**config.mk**
```make
export PLATFORM = sky130hd
export DESIGN_NAME = hcbp_ctrl
export DESIGN_NICKNAME = d
export VERILOG_FILES = /design/src/hdl/hcbp_pkg.sv /design/src/hdl/hcbp_ctrl.sv
export SDC_FILE = /design/constraint.sdc
export NUM_CORES = 1
export LEC_CHECK = 0
export ABC_AREA = 1
export BUFFER_PORTS_ARGS = -buffer_cell sky130_fd_sc_hd__buf_2
export CORE_AREA = 2 2 39 41
export CTS_CLUSTER_SIZE = 10
export DETAILED_ROUTE_END_ITERATION = 16
export DIE_AREA = 0 0 41 43
export HOLD_SLACK_MARGIN = 0.03
export PLACE_DENSITY = 0.88
export SLEW_MARGIN = 15
export SYNTH_ARGS = -nofsm -noshare
export SYNTH_HDL_FRONTEND = slang
export SYNTH_SLANG_ARGS = --single-unit
```
**constraint.sdc**
```tcl
create_clock -name clk_i -period 2.7 [get_ports clk_i]
set_input_delay 0.135 -clock clk_i [delete_from_list [all_inputs] [get_ports clk_i]]
set_output_delay 0.135 -clock clk_i [all_outputs]
set_load 0.01 [all_outputs]
```
**src/hdl/hcbp_pkg.sv**
```systemverilog
package hcbp_pkg;

  // default configuration
  localparam int unsigned MAX_CODE_LEN_DEF = 32;
  localparam int unsigned NUM_SYMBOLS_DEF  = 256;

  // field widths
  localparam int unsigned OP_W   = 2;
  localparam int unsigned SYM_W  = 8;
  localparam int unsigned CODE_W = 32;
  localparam int unsigned LEN_W  = 6;
  localparam int unsigned BYTE_W = 8;
  localparam int unsigned BC_W   = 4;

  // item opcodes
  typedef enum logic [OP_W-1:0] {
    OP_LOAD   = 2'd0,
    OP_ENCODE = 2'd1,
    OP_FLUSH  = 2'd2
  } opcode_e;

  // input item
  typedef struct packed {
    logic [OP_W-1:0]   opcode;
    logic [SYM_W-1:0]  symbol;
    logic [CODE_W-1:0] code_bits;
    logic [LEN_W-1:0]  code_len;
  } in_item_t;

  // result item
  typedef struct packed {
    logic [BYTE_W-1:0] out_byte;
    logic              last;
  } out_item_t;

  // controller to datapath
  typedef struct packed {
    logic table_write;
    logic table_read;
    logic load_code;
    logic step;
    logic flush_emit;
  } ctrl_cmd_t;

  // datapath to controller
  typedef struct packed {
    logic rem_zero;
    logic byte_full;
    logic bc_zero;
    logic out_free;
  } dp_status_t;

endpackage

```
**src/hdl/hcbp_ctrl.sv**
```systemverilog
module hcbp_ctrl import hcbp_pkg::*; (
  input  logic       clk_i,
  input  logic       rst_ni,
  input  logic       in_valid_i,
  input  in_item_t   in_data_i,
  output logic       in_stall_o,
  input  dp_status_t status_i,
  output ctrl_cmd_t  cmd_o
);

  typedef enum logic [3:0] {
    ST_IDLE   = 4'b0001,
    ST_LOOKUP = 4'b0010,
    ST_RUN    = 4'b0100,
    ST_FLUSH  = 4'b1000
  } state_e;

  state_e state_q, state_d;
  logic   accept;

  assign in_stall_o = (state_q != ST_IDLE);
  assign accept     = in_valid_i && !in_stall_o;

  // sequencing of one item
  always_comb begin
    state_d = state_q;
    cmd_o   = '0;
    unique case (state_q)
      ST_IDLE: begin
        if (accept) begin
          unique case (in_data_i.opcode)
            OP_LOAD:   cmd_o.table_write = 1'b1;
            OP_ENCODE: begin
              cmd_o.table_read = 1'b1;
              state_d          = ST_LOOKUP;
            end
            OP_FLUSH:  state_d = ST_FLUSH;
            default:   state_d = ST_IDLE;
          endcase
        end
      end
      ST_LOOKUP: begin
        cmd_o.load_code = 1'b1;
        state_d         = ST_RUN;
      end
      ST_RUN: begin
        if (status_i.rem_zero) begin
          state_d = ST_IDLE;
        end else if (!status_i.byte_full || status_i.out_free) begin
          cmd_o.step = 1'b1;
        end
      end
      ST_FLUSH: begin
        if (status_i.bc_zero) begin
          state_d = ST_IDLE;
        end else if (status_i.out_free) begin
          cmd_o.flush_emit = 1'b1;
          state_d          = ST_IDLE;
        end
      end
      default: state_d = ST_IDLE;
    endcase
  end

  always_ff @(posedge clk_i or negedge rst_ni) begin
    if (!rst_ni) begin
      state_q <= ST_IDLE;
    end else begin
      state_q <= state_d;
    end
  end

  // checks
  a_lookup_follows_read: assert property (@(posedge clk_i) disable iff (!rst_ni)
    (state_q == ST_LOOKUP) |-> $past(cmd_o.table_read))
    else $error("code loaded without a table read");

  a_one_cmd: assert property (@(posedge clk_i) disable iff (!rst_ni)
    $onehot0(cmd_o))
    else $error("more than one datapath command at once");

  a_lookup_to_run: assert property (@(posedge clk_i) disable iff (!rst_ni)
    (state_q == ST_LOOKUP) |=> (state_q == ST_RUN))
    else $error("lookup not followed by packing");

endmodule

```
Yosys cells after proc, flatten, opt, wreduce, memory -nomap -nowiden
Cells that the tools add are included.
{"block": "op_classes", "n_eq_ne": 11, "mux": 17, "reduce_logical": 6}
{"cell": "2-to-1 mux 4 bit", "n": 4}
{"cell": "case mux 4 bit (4 select lines)", "n": 1}
{"cell": "case mux 4 bit (3 select lines)", "n": 1}
{"cell": "2-to-1 mux 1 bit", "n": 9}
{"cell": "inequality test 2 bit, second input constant", "n": 3}
{"cell": "equality test 4 x 1 -> 1 bit, second input constant", "n": 1}
{"cell": "equality test 4 x 2 -> 1 bit, second input constant", "n": 1}
{"cell": "equality test 4 x 3 -> 1 bit, second input constant", "n": 1}
{"cell": "equality test 4 bit, second input constant", "n": 1}
{"cell": "2-to-1 mux 2 bit", "n": 2}
{"cell": "inequality test 4 x 1 -> 1 bit, second input constant", "n": 1}
{"cell": "AND reduction 4 bit", "n": 1}
{"cell": "inequality test 3 bit, second input constant", "n": 1}
{"cell": "equality test 2 x 1 -> 1 bit, second input constant", "n": 1}
{"cell": "equality test 2 bit, second input constant", "n": 1}
{"cell": "zero test 1 bit", "n": 2}
{"cell": "zero test 2 bit", "n": 1}
{"cell": "logical AND 1 bit", "n": 1}
{"cell": "logical OR 1 bit", "n": 1}
{"block": "word_totals", "regBits": 4, "out_inout_bits": 6, "in_bits": 55}

Logic depth before layout (Yosys ltp)
{"block": "depth", "ltp_word": 5, "ltp_mapped": 7}

Least setup slack after synthesis
OpenSTA, ideal clock, no wires.
{"block": "synth_timing", "path_kind": "reg2out", "start": "reg state_q[0]", "end": "out cmd_o[4] in the netlist's numbering", "arrival_ns": 1.139, "path_slack_ns": 1.426, "t_required_ns": 2.565, "path_stages_with_launch": 5, "cell_sequence": "dfstp_2 -> inv_1 -> nor2_2 -> nand2_2 -> nor3b_1"}
{"element": "start: declaration", "line_no": "hcbp_ctrl.sv:18", "rtl": "state_e state_q, state_d;"}
{"element": "start signal: assignment", "line_no": "hcbp_ctrl.sv:69", "rtl": "state_q <= state_d;"}
{"element": "end: declaration", "line_no": "hcbp_ctrl.sv:8", "rtl": "output ctrl_cmd_t cmd_o"}

==> qor.yml <==
status: "finished clean"
port_buffers: 14
n_antenna_cell: 0
syn_to_final_growth_pct: 39.1
die_area_um2: 1760
dp_cells: 76
grt_use_met3: 0.0471
place_congestion: 0.704
grt_pass1_wl_um: 1080
crit_path_cell_trace: "inv_1 -> nor2_2 -> nand2_2 -> nor3b_1 -> buf_2"
crit_slowest_cell: "dfstp_2"
synth_common_cells: "10 x inv_1, 7 x nand3_1, 7 x nor2_1, 6 x nand2_1, 4 x ha_1"
ys_types: 13
worst-setup-path-type: "flip-flop to output port"
grt_util_met2: 0.144
max_freq_ghz: 0.649
p_per_area_nw_per_um2: 709
fin_util: 0.325
combPwrFrac: 0.448
grt_use_total: 0.0939
synth_nets: 105
initial_core_util: 0.233
synth-async-reset-ratio: 1.00
ys.flop_type: "dfrtp_1"
antenna_found_initial: 0
num-nets-final: 125
fin_tns_setup_ns: 0
ant_nets: 0
cts_hold_buf: 1
die_w_um: 41
largest-register: "state_q"
vias_per_cell: 4.31
synthTopCellsByArea: "dfrtp_1 23%, ha_1 16%, inv_1 12%"
slowest_delay_ns: 0.52
io_pins: 61
p_leak_nw: 0.281
drc: 0
synthesis.area_per_instance_um2: 7.02
finalSetupViolations: 0
tritoncts: "done"
p_total_uw: 318
grt.busiest_layer: "met2"
finalHoldViolations: 0
arrival_ns: 1.41
seqPwrFrac: 0.290
rsz0062_at_grt: "no"
hold_class: "input port to flip-flop"
worstPathMaxFanout: 4
clock_sink_count: 4
period_share: 0.571
start_kind: "flip-flop"
ys_seq_area_frac: 0.314
clock_latency_ns: 0.24
drtIter0Drc: 10
dr.pass1.iters: 4
ctsRootBufferMaster: "clkbuf_4"
synth_largest_area_cell: "dfrtp_1"
synth_seq_cells: 4
drv_cap: 0
postCtsSetupRepairBufs: 0
synth_area_um2: 323
largest_reg_flops: 4
worst_pin_slew_ns: 0.258
grt_max_degree: 6
sw_frac_of_total: 0.405
use_met1: 0.0852
grt_pass1_vias: 325
clockPowerShare: 0.261
synth.most_common_cell: "inv_1"
power_switching_uw: 129
layout-drive-gt1-share: 0.338
top_regs: "state_q (4)"
postCtsResizedCells: 0
end_kind: "output port"
core_area_um2: 1380
final_cells: 81
cts_buffers: 3
internal-power_uw: 189
finalWirelength_um: 632
layout_min_cycle_time_ns: 1.54
path_clk_slew_ns: 0.04
wl_per_cell_um: 7.80
relSlewSlack: 0.828
num_vias: 349
syn_inst: 46
htreeDepth: 1
ys_warn_count: 0
cp.required_ns: 2.57
gr-total-overflow: 0
cts_max_path_buffers: 2
synth_edf_count: 0
yosys.area.top_type_share: 0.233
hpwl_um: 535
finClkSkew_ns: 0.00838
slew_viol_final: 0
die_height_um: 43
fp-row-count: 14
vdd_drop_max_v: 0.000283
## power groups by stage
stage	Sequential, mW	Combinational [mW]	Clock (mW)
2_1_floorplan	0.0912	0.102	0
3_3_place_gp	0.0925	0.137	0
3_5_place_dp	0.0933	0.142	0
4_1_cts	0.0927	0.144	0.0865
5_1_grt	0.0943	0.162	0.0895
6_report	0.0924	0.143	0.0832
## path summary, 6_finish.rpt
path                       slack [ns]        start          to  depth (start not counted)
setup reg to reg                 1.54   state_q[0]  state_q[3]                          5
max in group asynchronous        2.27       rst_ni  state_q[0]                          2
hold / removal                   0.20  status_i[3]  state_q[2]                          4
min in group asynchronous        0.22       rst_ni  state_q[2]                          2
hold reg to reg                  0.59   state_q[3]  state_q[1]                          3
setup / recovery                 1.16   state_q[0]    cmd_o[4]                          5
## metal layers
layer | vias to the layer above | part of all wire
met5 | - | 0
met4 | 0 | 0.030
li1 | 181 | -
met1 | 148 | 0.41
met3 | 2 | 0.11
met2 | 18 | 0.45
## area by class of cell
class | count | area (um^2)
clock buffers | 4 | 26.3
fillers | 152 | 935
inverters | 10 | 37.5
multi-input cells | 32 | 184
flip-flops and latches | 4 | 101
well taps | 16 | 20.0
repair buffers | 15 | 80.1
## placed cells by master (no fill, tap or decap), drive strengths merged, types with 3 or more instances in the layout
| master | netlist | layout |
|---|---|---|
| buf | 0 | 14 |
| clkbuf | 0 | 4 |
| dfrtp | 3 | 3 |
| ha | 4 | 4 |
| inv | 10 | 10 |
| nand2 | 7 | 7 |
| nand3 | 7 | 7 |
| nor2 | 10 | 10 |
## metrics by stage
stage                     setup slack [ns]  hold WS [ns]  instance area [um^2]
final                                 1.16         0.198                   449
after detailed placement              1.41       -0.0584                   413
after floorplan                       1.43        -0.161                   323
after global placement                1.42       -0.0589                   413
after CTS                             1.15         0.195                   449
after global routing                  1.04         0.230                   449
## worst max-delay path, delay by kind of cell, from the launching register on
family,cells,cell delay [ns]
flip-flops,1,0.52
AND/OR/NAND/NOR,3,0.45
buffers and inverters,2,0.20
## kinds of logic after synthesis
| family | Yosys count | share of synthesized area |
|---|---|---|
| compound gates | 3 | 0.0542 |
| fa+ha+maj | 4 | 0.155 |
| buf+inv | 10 | 0.116 |
| flops | 4 | 0.314 |
| simple gates | 25 | 0.360 |
Power figures use the tool's default switching activity.
